### src/sv/gcs_pkg.sv
// gcs_pkg: shared types and constants for the grey contrast stretch block.
// Used by gcs_ctrl, gcs_datapath and grey_contrast_stretch; no dependencies.
package gcs_pkg;

	localparam int PIX_W     = 8;
	localparam int OPC_W     = 2;
	localparam int CFG_IDX_W = 1;
	localparam int CFG_DAT_W = 8;

	// quotient bits produced by the serial divider, one per cycle
	localparam int DIV_STEPS = 9;
	localparam int CNT_W     = $clog2(DIV_STEPS);

	typedef enum logic [OPC_W-1:0] {
		OP_MEASURE = 2'd0,
		OP_MAP     = 2'd1,
		OP_CLEAR   = 2'd2
	} opcode_t;

	typedef enum logic [CFG_IDX_W-1:0] {
		REG_OUT_LOW  = 1'd0,
		REG_OUT_HIGH = 1'd1
	} reg_idx_t;

	// controller to datapath commands
	typedef struct packed {
		logic stat_measure;
		logic stat_clear;
		logic map_start;
		logic mul_load;
		logic abs_load;
		logic div_step;
		logic out_load;
	} gcs_cmd_t;

endpackage

### src/sv/gcs_ctrl.sv
// gcs_ctrl: sequencer for measure, clear and map words and the output handshake.
// Depends on gcs_pkg; drives the gcs_datapath command struct.
module gcs_ctrl
	import gcs_pkg::*;
(
	input  logic             clk,
	input  logic             arst_n,
	input  logic             in_valid,
	output logic             in_ready,
	input  logic [OPC_W-1:0] opcode,
	output logic             out_valid,
	input  logic             out_ready,
	output gcs_cmd_t         cmd
);

	typedef enum logic [2:0] {
		S_IDLE,
		S_MUL,
		S_ABS,
		S_DIV,
		S_FIN
	} state_t;

	state_t           state_q;
	logic [CNT_W-1:0] cnt_q;
	logic             out_valid_q;
	logic             in_acc;

	assign in_ready  = (state_q == S_IDLE);
	assign out_valid = out_valid_q;
	assign in_acc    = in_valid && in_ready;

	always_comb begin
		cmd              = '0;
		cmd.stat_measure = in_acc && (opcode == OP_MEASURE);
		cmd.stat_clear   = in_acc && (opcode == OP_CLEAR);
		cmd.map_start    = in_acc && (opcode == OP_MAP);
		cmd.mul_load     = (state_q == S_MUL);
		cmd.abs_load     = (state_q == S_ABS);
		cmd.div_step     = (state_q == S_DIV);
		cmd.out_load     = (state_q == S_FIN) && (!out_valid_q || out_ready);
	end

	always_ff @(posedge clk or negedge arst_n) begin
		if (!arst_n) begin
			state_q     <= S_IDLE;
			cnt_q       <= '0;
			out_valid_q <= 1'b0;
		end else begin
			unique case (state_q)
				S_IDLE: begin
					if (cmd.map_start)
						state_q <= S_MUL;
				end
				S_MUL: state_q <= S_ABS;
				S_ABS: begin
					state_q <= S_DIV;
					cnt_q   <= CNT_W'(DIV_STEPS - 1);
				end
				S_DIV: begin
					if (cnt_q == '0)
						state_q <= S_FIN;
					else
						cnt_q <= cnt_q - 1'b1;
				end
				S_FIN: begin
					if (cmd.out_load)
						state_q <= S_IDLE;
				end
				default: state_q <= S_IDLE;
			endcase

			if (cmd.out_load)
				out_valid_q <= 1'b1;
			else if (out_ready)
				out_valid_q <= 1'b0;
		end
	end

endmodule

### src/sv/gcs_datapath.sv
// gcs_datapath: min/max statistics, settings, multiplier, serial divider, output word.
// Depends on gcs_pkg; steered by the gcs_ctrl command struct.
module gcs_datapath
	import gcs_pkg::*;
(
	input  logic                 clk,
	input  logic                 arst_n,
	input  gcs_cmd_t             cmd,
	input  logic [PIX_W-1:0]     pixel,
	input  logic                 wr_en,
	input  logic [CFG_IDX_W-1:0] wr_index,
	input  logic [CFG_DAT_W-1:0] wr_data,
	output logic [PIX_W-1:0]     out_pixel
);

	localparam int PROD_W = 2 * (PIX_W + 1);   // signed product
	localparam int MAG_W  = PROD_W - 1;        // |2*prod + d| fits here
	localparam int VAL_W  = PIX_W + 3;         // low + signed quotient

	// settings and statistics
	logic [PIX_W-1:0] out_low_q, out_high_q;
	logic [PIX_W-1:0] min_q, max_q;
	// working registers
	logic [PIX_W-1:0]         pix_q;
	logic signed [PROD_W-1:0] prod_s1;
	logic [PIX_W-1:0]         d_q;
	logic                     flat_q;
	logic [MAG_W-1:0]         a_s2;
	logic                     neg_s2;
	logic [MAG_W-1:0]         rem_q;
	logic [MAG_W-1:0]         div_q;
	logic [DIV_STEPS-1:0]     quo_q;
	logic                     sat_q;
	logic [PIX_W-1:0]         out_pixel_q;

	logic signed [PIX_W:0]    diff_hl, diff_pm;
	logic signed [PROD_W-1:0] m_val;
	logic [PROD_W-1:0]        m_neg;
	logic [PROD_W-1:0]        sat_lim;
	logic [DIV_STEPS:0]       qa;
	logic signed [VAL_W-1:0]  qs, val;
	logic [PIX_W-1:0]         res;

	assign out_pixel = out_pixel_q;

	// settings write port
	always_ff @(posedge clk or negedge arst_n) begin
		if (!arst_n) begin
			out_low_q  <= '0;
			out_high_q <= '1;
		end else if (wr_en) begin
			unique case (reg_idx_t'(wr_index))
				REG_OUT_LOW:  out_low_q  <= wr_data[PIX_W-1:0];
				REG_OUT_HIGH: out_high_q <= wr_data[PIX_W-1:0];
				default: ;
			endcase
		end
	end

	// running min / max
	always_ff @(posedge clk or negedge arst_n) begin
		if (!arst_n) begin
			min_q <= '1;
			max_q <= '0;
		end else if (cmd.stat_clear) begin
			min_q <= '1;
			max_q <= '0;
		end else if (cmd.stat_measure) begin
			if (pixel > max_q)
				max_q <= pixel;
			if (pixel < min_q)
				min_q <= pixel;
		end
	end

	// stage 1: (high - low) * (pixel - min)
	assign diff_hl = $signed({1'b0, out_high_q}) - $signed({1'b0, out_low_q});
	assign diff_pm = $signed({1'b0, pix_q}) - $signed({1'b0, min_q});

	// stage 2: M = 2*prod + d, split into sign and magnitude
	assign m_val = (prod_s1 <<< 1) + $signed({{(PROD_W-PIX_W){1'b0}}, d_q});
	assign m_neg = -m_val;

	// quotient of 512 or more always clamps
	assign sat_lim = {d_q, 10'b0};

	always_ff @(posedge clk) begin
		if (cmd.map_start)
			pix_q <= pixel;
		if (cmd.mul_load) begin
			prod_s1 <= diff_hl * diff_pm;
			d_q     <= max_q - min_q;
			flat_q  <= (max_q <= min_q);
		end
		if (cmd.abs_load) begin
			neg_s2 <= m_val[PROD_W-1];
			a_s2   <= m_val[PROD_W-1] ? m_neg[MAG_W-1:0] : m_val[MAG_W-1:0];
			rem_q  <= m_val[PROD_W-1] ? m_neg[MAG_W-1:0] : m_val[MAG_W-1:0];
			div_q  <= {d_q, {(MAG_W-PIX_W){1'b0}}};   // 2d << 8
			quo_q  <= '0;
		end
		if (cmd.div_step) begin
			sat_q <= {1'b0, a_s2} >= sat_lim;
			if (rem_q >= div_q) begin
				rem_q <= rem_q - div_q;
				quo_q <= {quo_q[DIV_STEPS-2:0], 1'b1};
			end else begin
				quo_q <= {quo_q[DIV_STEPS-2:0], 1'b0};
			end
			div_q <= div_q >> 1;
		end
		if (cmd.out_load)
			out_pixel_q <= res;
	end

	// final: floor for negative numerators, add low, clamp
	assign qa  = {1'b0, quo_q} + (DIV_STEPS+1)'(neg_s2 && (rem_q != '0));
	assign qs  = neg_s2 ? -$signed({1'b0, qa}) : $signed({1'b0, qa});
	assign val = $signed({3'b000, out_low_q}) + qs;

	always_comb begin
		if (flat_q)
			res = out_low_q;
		else if (sat_q)
			res = neg_s2 ? '0 : '1;
		else if (val < 0)
			res = '0;
		else if (val > $signed(VAL_W'(255)))
			res = '1;
		else
			res = val[PIX_W-1:0];
	end

endmodule

### src/sv/grey_contrast_stretch.sv
// grey_contrast_stretch: top level, min/max contrast stretch of 8-bit grey values.
// Depends on gcs_pkg, gcs_ctrl and gcs_datapath.
//
// Each input word carries an opcode and a pixel. A measure word folds the pixel
// into the running minimum and maximum and gives no output; a clear word returns
// them to their reset values (min 255, max 0). A map word gives one output word:
// out_low + (out_high - out_low) * (pixel - min) / (max - min), rounded half up
// and clamped to 0..255; with no measured range (max not above min) it gives
// out_low. Opcode 3 is swallowed. Measure, clear and unused words leave the
// block idle. A map word holds the input through the multiply, the forming of
// the signed numerator, the one-bit-per-cycle restoring divider and the step
// that rounds, clamps and loads the output register; it waits longer only if
// the previous output word has not been taken. The output register lets the
// next word be accepted while a result is still waiting.
// out_low (index 0) and out_high (index 1) are written through wr_en, wr_index
// and wr_data, and should only be changed while the block is idle.
module grey_contrast_stretch
	import gcs_pkg::*;
(
	input  logic                 clk,
	input  logic                 arst_n,
	// input words
	input  logic                 in_valid,
	output logic                 in_ready,
	input  logic [OPC_W-1:0]     opcode,
	input  logic [PIX_W-1:0]     pixel,
	// output words
	output logic                 out_valid,
	input  logic                 out_ready,
	output logic [PIX_W-1:0]     out_pixel,
	// settings
	input  logic                 wr_en,
	input  logic [CFG_IDX_W-1:0] wr_index,
	input  logic [CFG_DAT_W-1:0] wr_data
);

	gcs_cmd_t cmd;

	// sequencing and handshakes
	gcs_ctrl u_ctrl (
		.clk       (clk),
		.arst_n    (arst_n),
		.in_valid  (in_valid),
		.in_ready  (in_ready),
		.opcode    (opcode),
		.out_valid (out_valid),
		.out_ready (out_ready),
		.cmd       (cmd)
	);

	// statistics, arithmetic and output register
	gcs_datapath u_dp (
		.clk       (clk),
		.arst_n    (arst_n),
		.cmd       (cmd),
		.pixel     (pixel),
		.wr_en     (wr_en),
		.wr_index  (wr_index),
		.wr_data   (wr_data),
		.out_pixel (out_pixel)
	);

endmodule
### config.mk
export PLATFORM = sky130hd
export DESIGN_NAME = grey_contrast_stretch
export DESIGN_NICKNAME = d
export VERILOG_FILES = /design/src/sv/gcs_pkg.sv /design/src/sv/gcs_ctrl.sv /design/src/sv/gcs_datapath.sv /design/src/sv/grey_contrast_stretch.sv
export SDC_FILE = /design/constraint.sdc
export NUM_CORES = 1
export LEC_CHECK = 0
export ABC_AREA = 1
export ABC_CLOCK_PERIOD_IN_PS = 18440
export BUFFER_PORTS_ARGS = -buffer_cell sky130_fd_sc_hd__buf_2
export CORE_MARGIN = 2
export CORE_UTILIZATION = 57
export DETAILED_ROUTE_END_ITERATION = 10
export PLACE_DENSITY = 0.82
export SETUP_SLACK_MARGIN = 0.5
export SYNTH_ARGS = -nofsm -noshare
export SYNTH_HDL_FRONTEND = slang
export SYNTH_SLANG_ARGS = --single-unit
### constraint.sdc
create_clock -name clk -period 18.44 [get_ports clk]
set_input_delay 3.688 -clock clk [delete_from_list [all_inputs] [get_ports clk]]
set_output_delay 3.688 -clock clk [all_outputs]
set_load 0.03 [all_outputs]
* Yosys cells after proc, flatten, opt, wreduce, memory -nomap -nowiden
Cells that the tools add are included.
** Word-level totals
- Output and inout bits :: 10
- Bits of input ports :: 24
- Flip-flop bits (word level) :: 144
** Cells by class
- $mul :: 1
- Add/subtract/negate cells :: 10
- Multiplexer cells :: 29
- Bitwise operators :: 1
- Magnitude comparators :: 7
- Equality and inequality tests :: 10
- Reduce and logical (&&, ||, !) cells :: 23
** Operator list (count)
- 8-bit two-way mux :: 11
- 17-bit two-way mux :: 4
- 16-bit two-way mux :: 2
- 18-bit by 9-bit adder with 18-bit output :: 1
- 17-bit by 18-bit greater-or-equal comparator with 1-bit output :: 1
- 9-bit two-way mux :: 2
- 8-bit by 8-bit subtractor with 9-bit output :: 2
- 17-bit greater-or-equal comparator :: 1
- 9-bit by 9-bit multiplier with 17-bit output :: 1
- 17-bit negation :: 1
- 17-bit nonzero test :: 1
- 17-bit subtractor :: 1
- 3-bit case mux with 5 select lines :: 1
- 9-bit by 11-bit adder with 11-bit output :: 1
- 11-bit by 9-bit > comparator with 1-bit output, second input constant :: 1
- 11-bit by 1-bit less-than comparator with 1-bit output, second input constant :: 1
- 11-bit two-way mux :: 1
- 10-bit negation with 11-bit output :: 1
- 9-bit by 1-bit adder with 10-bit output :: 1
- 2-bit AND reduction :: 5
- 2-bit nonzero test :: 5
- 3-bit two-way mux :: 3
- 8-bit > comparator :: 1
- 8-bit <= comparator :: 1
- 21 further kinds :: 31

* Logic depth before layout (Yosys ltp)
Gate-level depths: netlist of run 1.
- Depth in word-level cells :: 11
- Gate-level depth with buffers :: 38

* Hierarchy
Synthesis of run 1 repeated with hierarchy kept, for this count alone.
** Second synthesis, totals
- Cells, all modules :: 1514
- Area total of the unflattened synthesis :: 12477.0 um2
** Modules (own cells, without submodules)
- gcs_datapath :: area each 12001.5 um2, times used 1, cells an instance 1452
- gcs_ctrl :: area each 475.5 um2, times used 1, cells an instance 62

* Worst setup path before layout of run 1
Ideal clock, no wire load.
- Path type :: reg2reg
- Start :: register u_dp.min_q[0]
- End :: register u_dp.prod_s1[15], data pin
- Data required time :: 18.182 ns
- Library setup time :: 0.258 ns
- Path buffers :: 0
- Path slack :: 12.184 ns
- Arrival :: 5.998 ns
- Cell stages (with the launch flop) :: 31
- Cell sequence :: dfstp_2 ha_1 inv_1 fa_1 nand3_1 nand3_1 nand2_1 a21oi_2 a21boi_1 nand2_1 fa_1 fa_1 inv_1 fa_1 fa_1 inv_1 fa_1 inv_1 ha_1 a21oi_1 nand2_1 nand2_1 nand2_1 a21oi_1 inv_1 a21oi_1 o21ai_0 nand2_1 nand2_1 a21oi_1 xnor2_1
** Between the ends
- Longest elaborated chain between the ends :: 2
** RTL lines
- from (decl) :: line gcs_datapath.sv:22 : logic [PIX_W-1:0] min_q, max_q;
- from (signal assigned) :: line gcs_datapath.sv:72 : min_q <= pixel;
- 8-bit by 8-bit subtractor with 9-bit output :: line gcs_datapath.sv:78 : assign diff_pm = $signed({1'b0, pix_q}) - $signed({1'b0, min_q});
- 9-bit by 9-bit multiplier with 17-bit output :: line gcs_datapath.sv:91 : prod_s1 <= diff_hl * diff_pm;
- to (signal assigned) :: line gcs_datapath.sv:91
- to (decl) :: line gcs_datapath.sv:25 : logic signed [PROD_W-1:0] prod_s1;
Every way passes these cells.
A chain may end at the register's enable or synchronous reset.

* Worst setup path in the final report of run 1
- Start :: register u_dp.min_q[2]
- End :: register u_dp.prod_s1[15], data pin
Same word-level chain as after synthesis.

==> flow_summary.ini, run 1 <==
[placement]
dp_hpwl_um = 21400
place.gp.congestion = 0.920
placed_cell_area_um2 = 12900
place.port_buffers = 33
place_ws_ns = 11.55

[cells_and_area]
final_net_count = 1755
area_delta_synth_final_pct = 9.06
drive_above_1_share_pct = 8.76
postLayoutCellArea_um2 = 13600
layout.cells.most_common = nand2_1
antenna_cells = 0
most-common-layout-cells = 340 x nand2_1, 267 x inv_1, 119 x ha_1

[clock_tree]
tritoncts.num_buffers = 17
clockRootBuffer = clkbuf_16
postCtsResizedCells = 0
postCtsSetupRepairBufs = 0
tritoncts_clock_tree = done
cts_hold_buffers = 0
ctsHtreeMaxLevel = 4
cts_buffer_depth = 2
clock_sinks = 144
insertion_delay_ns = 0.43
clk_pin_slew_ns = 0.07

[synth]
yosysWarnings = 0
mappedNetlistArea_um2 = 12400
synth_sequential_area_ratio_pct = 31.9
ys_ff_latch = 144
asyncSetResetFlopFracSynth_pct = 27.8
synthesis.area_per_instance_um2 = 8.28
synthCells = 1501
synthFlopType = edfxtp_1
post_synth_net_total = 1717
unique_masters_post_synth = 52
synth_enable_flop_cells = 86

[die]
die-area_um2 = 23000
site_row_count = 54
initial_cell_density_of_the_core_pct = 57.5
die_h_um = 152
boundaryPins = 34
core_um2 = 21600
die_w_um = 152

[grt]
globalRoute.totalOverflow = 0
via_count_of_the_first_global_routing_pass = 9735
combined_global_route_utilization_of_all_metal_layers_pct = 24.9
grt_first_pass_wirelength_um = 45400
grt_start_max_net_pins = 41
antenna_found_initial = 0

[timing]
rsz0062_at_grt = false
clock_skew_ns = 0.0120
post-route-period-util_pct = 38.2
final-max-slew-violation-count = 0
setup_failing_eps_final = 0
final.setup.worst_slack_ns = 11.40
layout_min_cycle_time_ns = 7.04
timing.setup.tns_ns = 0
maxSlewHeadroom_pct = 33.6
worst-slew-pin-transition_ns = 0.993
whs_ns = 0.505
max_clock_freq_ghz = 0.142
final-hold-violation-count = 0

[worst_setup_path]
critical_setup_path_kind = reg -> reg
worstSetupStartpointType = flip-flop
worst_endpoint_required_time_ns = 18.62
critical_path.reg2reg.endpoint = u_dp.prod_s1[15]
ff2ff_path_depth = 29
start_point_of_the_critical_path = u_dp.min_q[2]
worst-r2r-setup-slack_ns = 11.40
critical_path.max_stage_delay_ns = 0.59
crit-reg2reg-launch = u_dp.min_q[2]
setup.worst_path.end = u_dp.prod_s1[15]
crit_path_max_fanout = 9
crit_top_cell = nand2_1
critPathSlowestCell = xor2_1
end_kind = flip-flop
worst-endpoint-arrival_ns = 7.22

[worst_hold_path]
holdCritPathClass = reg -> reg

[status]
outcome = finished, final reports clean

[detailed_routing]
route.final.wire_length_um = 27300
dr.pass1.iters = 5
detail_route.drc_violations = 0
route.vias.total = 10100
dr.first_iter.drc_count = 761
post_drt_via_cell_ratio = 5.49
wl_per_cell_um = 14.9
antenna_left = 0

[job]
maxCapViolations = 0
## flip-flops by register name (all words and copies together) (netlist names), 3 cells and up
signal and flops:
u_dp.pix_q 8, u_dp.out_pixel 8, u_dp.div_q 17, u_ctrl.cnt_q 4
u_dp.out_low_q 8, u_dp.quo_q 9, u_dp.out_high_q 8, u_dp.a_s2 17
u_dp.d_q 8, u_ctrl.state_q 3, u_dp.max_q 8, u_dp.prod_s1 17
u_dp.min_q 8, u_dp.rem_q 17
## per-stage QoR
step / utilization (%) / cells
floorplan: - / 1501
global placement: 59.7 / 1800
detailed placement: 59.7 / 1800
CTS: 62.7 / 1832
global route: 62.7 / 1832
finish: 62.7 / 1832
## worst min-delay path by stage
stage,to,from,cells past startpoint
after global routing,u_dp.out_high_q[4],u_dp.out_high_q[4],2
after global placement,u_ctrl.cnt_q[0],u_ctrl.cnt_q[0],1
after CTS,u_dp.out_high_q[4],u_dp.out_high_q[4],2
final,u_dp.out_high_q[6],u_dp.out_high_q[6],2
after detailed placement,u_ctrl.cnt_q[0],u_ctrl.cnt_q[0],1
after floorplan,u_ctrl.cnt_q[0],u_ctrl.cnt_q[0],1
## worst max-delay path: cells and delay by family (launching register included)
kind | cells | cell delay (ns)
compound gates | 8 | 1.34
buf+inv | 5 | 0.30
xor+xnor | 2 | 0.67
flops | 1 | 0.54
simple gates | 7 | 0.67
fa+ha+maj | 7 | 3.29
## layer usage
metal  up-vias  part of all wire, %  track usage, %
li1       4917                    -               -
met4         0                  2.0            7.31
met5         -                    0               0
met3        45                  6.0            4.19
met1      4790                   43            32.8
met2       314                   49            42.5
## synth_stat cells (2+ instances only)
master | count | area (um^2)
nand2_2 | 13 | 81.3
a31oi_1 | 2 | 12.5
nor3_1 | 6 | 30.0
inv_1 | 267 | 1000
ha_1 | 119 | 1490
xnor2_1 | 23 | 201
clkbuf_1 | 13 | 48.8
nand2_1 | 340 | 1280
clkinv_1 | 2 | 7.51
nor4_1 | 10 | 62.6
fa_1 | 73 | 1460
a21o_1 | 4 | 30.0
a211oi_1 | 2 | 15.0
nand3b_1 | 8 | 60.1
o21bai_1 | 6 | 45.0
o31ai_1 | 5 | 37.5
dfrtp_1 | 24 | 601
a21oi_1 | 87 | 435
o311ai_0 | 2 | 17.5
o21ai_0 | 73 | 365
nor3_2 | 2 | 20.0
dfxtp_1 | 18 | 360
o21ai_2 | 2 | 17.5
o21ai_1 | 3 | 15.0
edfxtp_1 | 86 | 2580
nand4_1 | 19 | 119
xor2_1 | 47 | 412
nor2_1 | 113 | 424
and2_1 | 3 | 18.8
dfstp_2 | 16 | 420
o211ai_1 | 6 | 45.0
nor2_2 | 7 | 43.8
o2111ai_1 | 2 | 17.5
or2_2 | 7 | 43.8
nand3_1 | 60 | 300
nand3_2 | 7 | 70.1
buf_2 | 4 | 20.0
xor2_2 | 6 | 97.6
## cells by family after synthesis
| logic type | synth area share (%) |
|---|---|
| XOR/XNOR | 5.72 |
| adder cells (fa/ha/maj) | 23.7 |
| AO/OA/AOI/OAI | 8.92 |
| multiplexers | 0.0805 |
| flip-flops | 31.9 |
| AND/OR/NAND/NOR | 21.0 |
| buffers and inverters | 8.71 |
## layout make-up
| cell class | count | area, um^2 |
|---|---|---|
| clock inverters | 15 | 218 |
| clock buffers | 17 | 425 |
| multi-input cells | 1070 | 7390 |
| fillers | 1795 | 8060 |
| inverters | 269 | 1010 |
| well taps | 280 | 350 |
| flip-flops and latches | 144 | 3960 |
| repair buffers | 37 | 195 |
Power of run 1 is left out: the tool's default activity adds up to more than one toggle a clock period on the data nets, which glitch-free logic cannot reach.
==> run 2: changes to the inputs <==
--- a/config.mk
+++ b/config.mk
@@ -6,12 +6,12 @@
 export NUM_CORES = 1
 export LEC_CHECK = 0
 export ABC_AREA = 1
-export ABC_CLOCK_PERIOD_IN_PS = 18440
+export ABC_CLOCK_PERIOD_IN_PS = 6300
 export BUFFER_PORTS_ARGS = -buffer_cell sky130_fd_sc_hd__buf_2
 export CORE_MARGIN = 2
 export CORE_UTILIZATION = 57
 export DETAILED_ROUTE_END_ITERATION = 10
-export PLACE_DENSITY = 0.82
+export PLACE_DENSITY = 0.85
 export SETUP_SLACK_MARGIN = 0.5
 export SYNTH_ARGS = -nofsm -noshare
 export SYNTH_HDL_FRONTEND = slang
==> constraint.sdc (replaced) <==
create_clock -name clk -period 6.3 [get_ports clk]
set_input_delay 1.26 -clock clk [delete_from_list [all_inputs] [get_ports clk]]
set_output_delay 1.26 -clock clk [all_outputs]
set_load 0.03 [all_outputs]
==> run 2 against run 1 <==
Final cell count grew 1.7%. Clock-buffer cell count is the same. Critical path depth is the same. Sequential cell count is the same. Sequential share of layout area shrank 0.96 points. Utilization grew 2.1 points. Die area is the same. Global-route usage grew 1.7 points. Clock skew grew 0.00088 ns. First-iteration DRC count shrank 5.9%.
==> flow_summary.ini, run 2 (synthesis gave the netlist of run 1 again) <==
[worst_hold_path]
hold-path-cell-count = 2
holdCritPathClass = reg -> reg
hold_start = u_dp.out_high_q[3]
hold_end = u_dp.out_high_q[3]

[cells_and_area]
final_cell_count_no_fill = 1863
fin_util_pct = 64.8
drive_above_1_share_pct = 13.8
most-common-layout-cells = 331 x nand2_1, 259 x inv_1, 110 x nor2_1
final_net_count = 1786
area_delta_synth_final_pct = 12.8
antenna_cells = 0
layout.cells.most_common = nand2_1

[die]
die-area_um2 = 23000
site_row_count = 54
die_h_um = 152
boundaryPins = 34
initial_cell_density_of_the_core_pct = 57.5
core_um2 = 21600
die_w_um = 152

[detailed_routing]
dr.pass1.iters = 5
post_drt_via_cell_ratio = 5.49
dr.first_iter.drc_count = 716
detail_route.drc_violations = 0
antenna_left = 0
route.vias.total = 10200
route.final.wire_length_um = 29600
wl_per_cell_um = 15.9

[status]
outcome = finished, final reports clean

[grt]
via_count_of_the_first_global_routing_pass = 10200
combined_global_route_utilization_of_all_metal_layers_pct = 26.7
antenna_found_initial = 0
globalRoute.totalOverflow = 0
grt_start_max_net_pins = 41
grt_first_pass_wirelength_um = 48300

[worst_setup_path]
worst_endpoint_required_time_ns = 6.49
worst-r2r-setup-slack_ns = 0.03
critical_path.reg2reg.endpoint = u_dp.prod_s1[15]
worstSetupStartpointType = flip-flop
ff2ff_path_depth = 29
worstSetupPathDepth = 29
crit-reg2reg-launch = u_dp.min_q[1]
crit_path_max_fanout = 4
end_kind = flip-flop
worst-endpoint-arrival_ns = 6.46
critPathSlowestCell = dfstp_2
critical_path.max_stage_delay_ns = 0.56
critical_setup_path_kind = reg -> reg
critical_path_buf_inv_count = 5
crit_top_cell = nand2_1
critPathTopFamily = adder cells

[timing]
setup_failing_eps_final = 0
layout_min_cycle_time_ns = 6.27
post-route-period-util_pct = 99.6
worst-slew-pin-transition_ns = 1.02
final.setup.worst_slack_ns = 0.0251
clock_skew_ns = 0.0129
max_clock_freq_ghz = 0.159
maxSlewHeadroom_pct = 32.2
final-hold-violation-count = 0
final-max-slew-violation-count = 0
rsz0062_at_grt = true

[placement]
place_ws_ns = 0.0370
dp_hpwl_um = 22300
place.port_buffers = 33
post-place-cells = 1812
place.gp.congestion = 0.951

[clock_tree]
clock_sinks = 144
cts_hold_buffers = 0
clockRootBuffer = clkbuf_16
cts_buffer_depth = 2
ctsHtreeMaxLevel = 4
tritoncts.num_buffers = 17
clk_pin_slew_ns = 0.07
insertion_delay_ns = 0.44
tritoncts_clock_tree = done

[job]
maxCapViolations = 0
## run 2: cell types whose count changed in the layout (fill, tap and decap cells not counted), sizes merged
cell / before / now
clkinvlp: 0 / 2
inv: 276 / 277
bufinv: 3 / 0
buf: 37 / 68
## run 2: worst reg2reg max path, delay by kind of cell (launching register included)
kind	cells	cell delay, ns
simple gates	9	0.87
buf+inv	5	0.33
flops	1	0.56
xor+xnor	2	0.37
compound gates	6	0.84
fa+ha+maj	7	3.09
## run 2: per-layer routing
metal	GRT usage, %	part of all wire (%)	up-vias
met5	0	0	-
met4	8.94	2.2	0
met3	4.16	5.5	53
met2	46.3	50	303
met1	34.0	43	4880
li1	-	-	4987
## run 2: what timing repair did
action | CTS | global route
setup endpoints to repair | 4 | 8
buffers inserted | 12 | 7
pin swaps | 21 | 8
gates resized for setup | 19 | 10
## run 2: metrics by stage
stage,hold slack (ns),area (um^2),TNS [ns]
3_5_place_dp,0.491,13200,0
3_3_place_gp,0.482,13200,0
6_report,0.505,14000,0
5_1_grt,0.526,14000,-0.656
2_1_floorplan,0.461,12600,0
4_1_cts,0.505,13900,0
## run 2: worst max path at each step
stage	endpoint	start
after floorplan	u_dp.prod_s1[15]	u_dp.min_q[0]
after global placement	u_dp.prod_s1[15]	u_dp.min_q[0]
after detailed placement	u_dp.prod_s1[15]	u_dp.out_high_q[1]
after CTS	u_dp.prod_s1[15]	u_dp.out_high_q[2]
after global routing	u_dp.prod_s1[15]	u_dp.min_q[1]
final	u_dp.prod_s1[15]	u_dp.min_q[1]
## run 2: area by class of cell
| class | instances | area (um^2) |
|---|---|---|
| Multi-Input combinational cell | 1070 | 7690 |
| Fill cell | 1722 | 7600 |
| Sequential cell | 144 | 3960 |
| Inverter | 269 | 1010 |
| Timing Repair Buffer | 68 | 435 |
| Clock buffer | 17 | 425 |
| Tap cell | 280 | 350 |
| Clock inverter | 15 | 140 |
Power of run 2 is left out for the same reason.
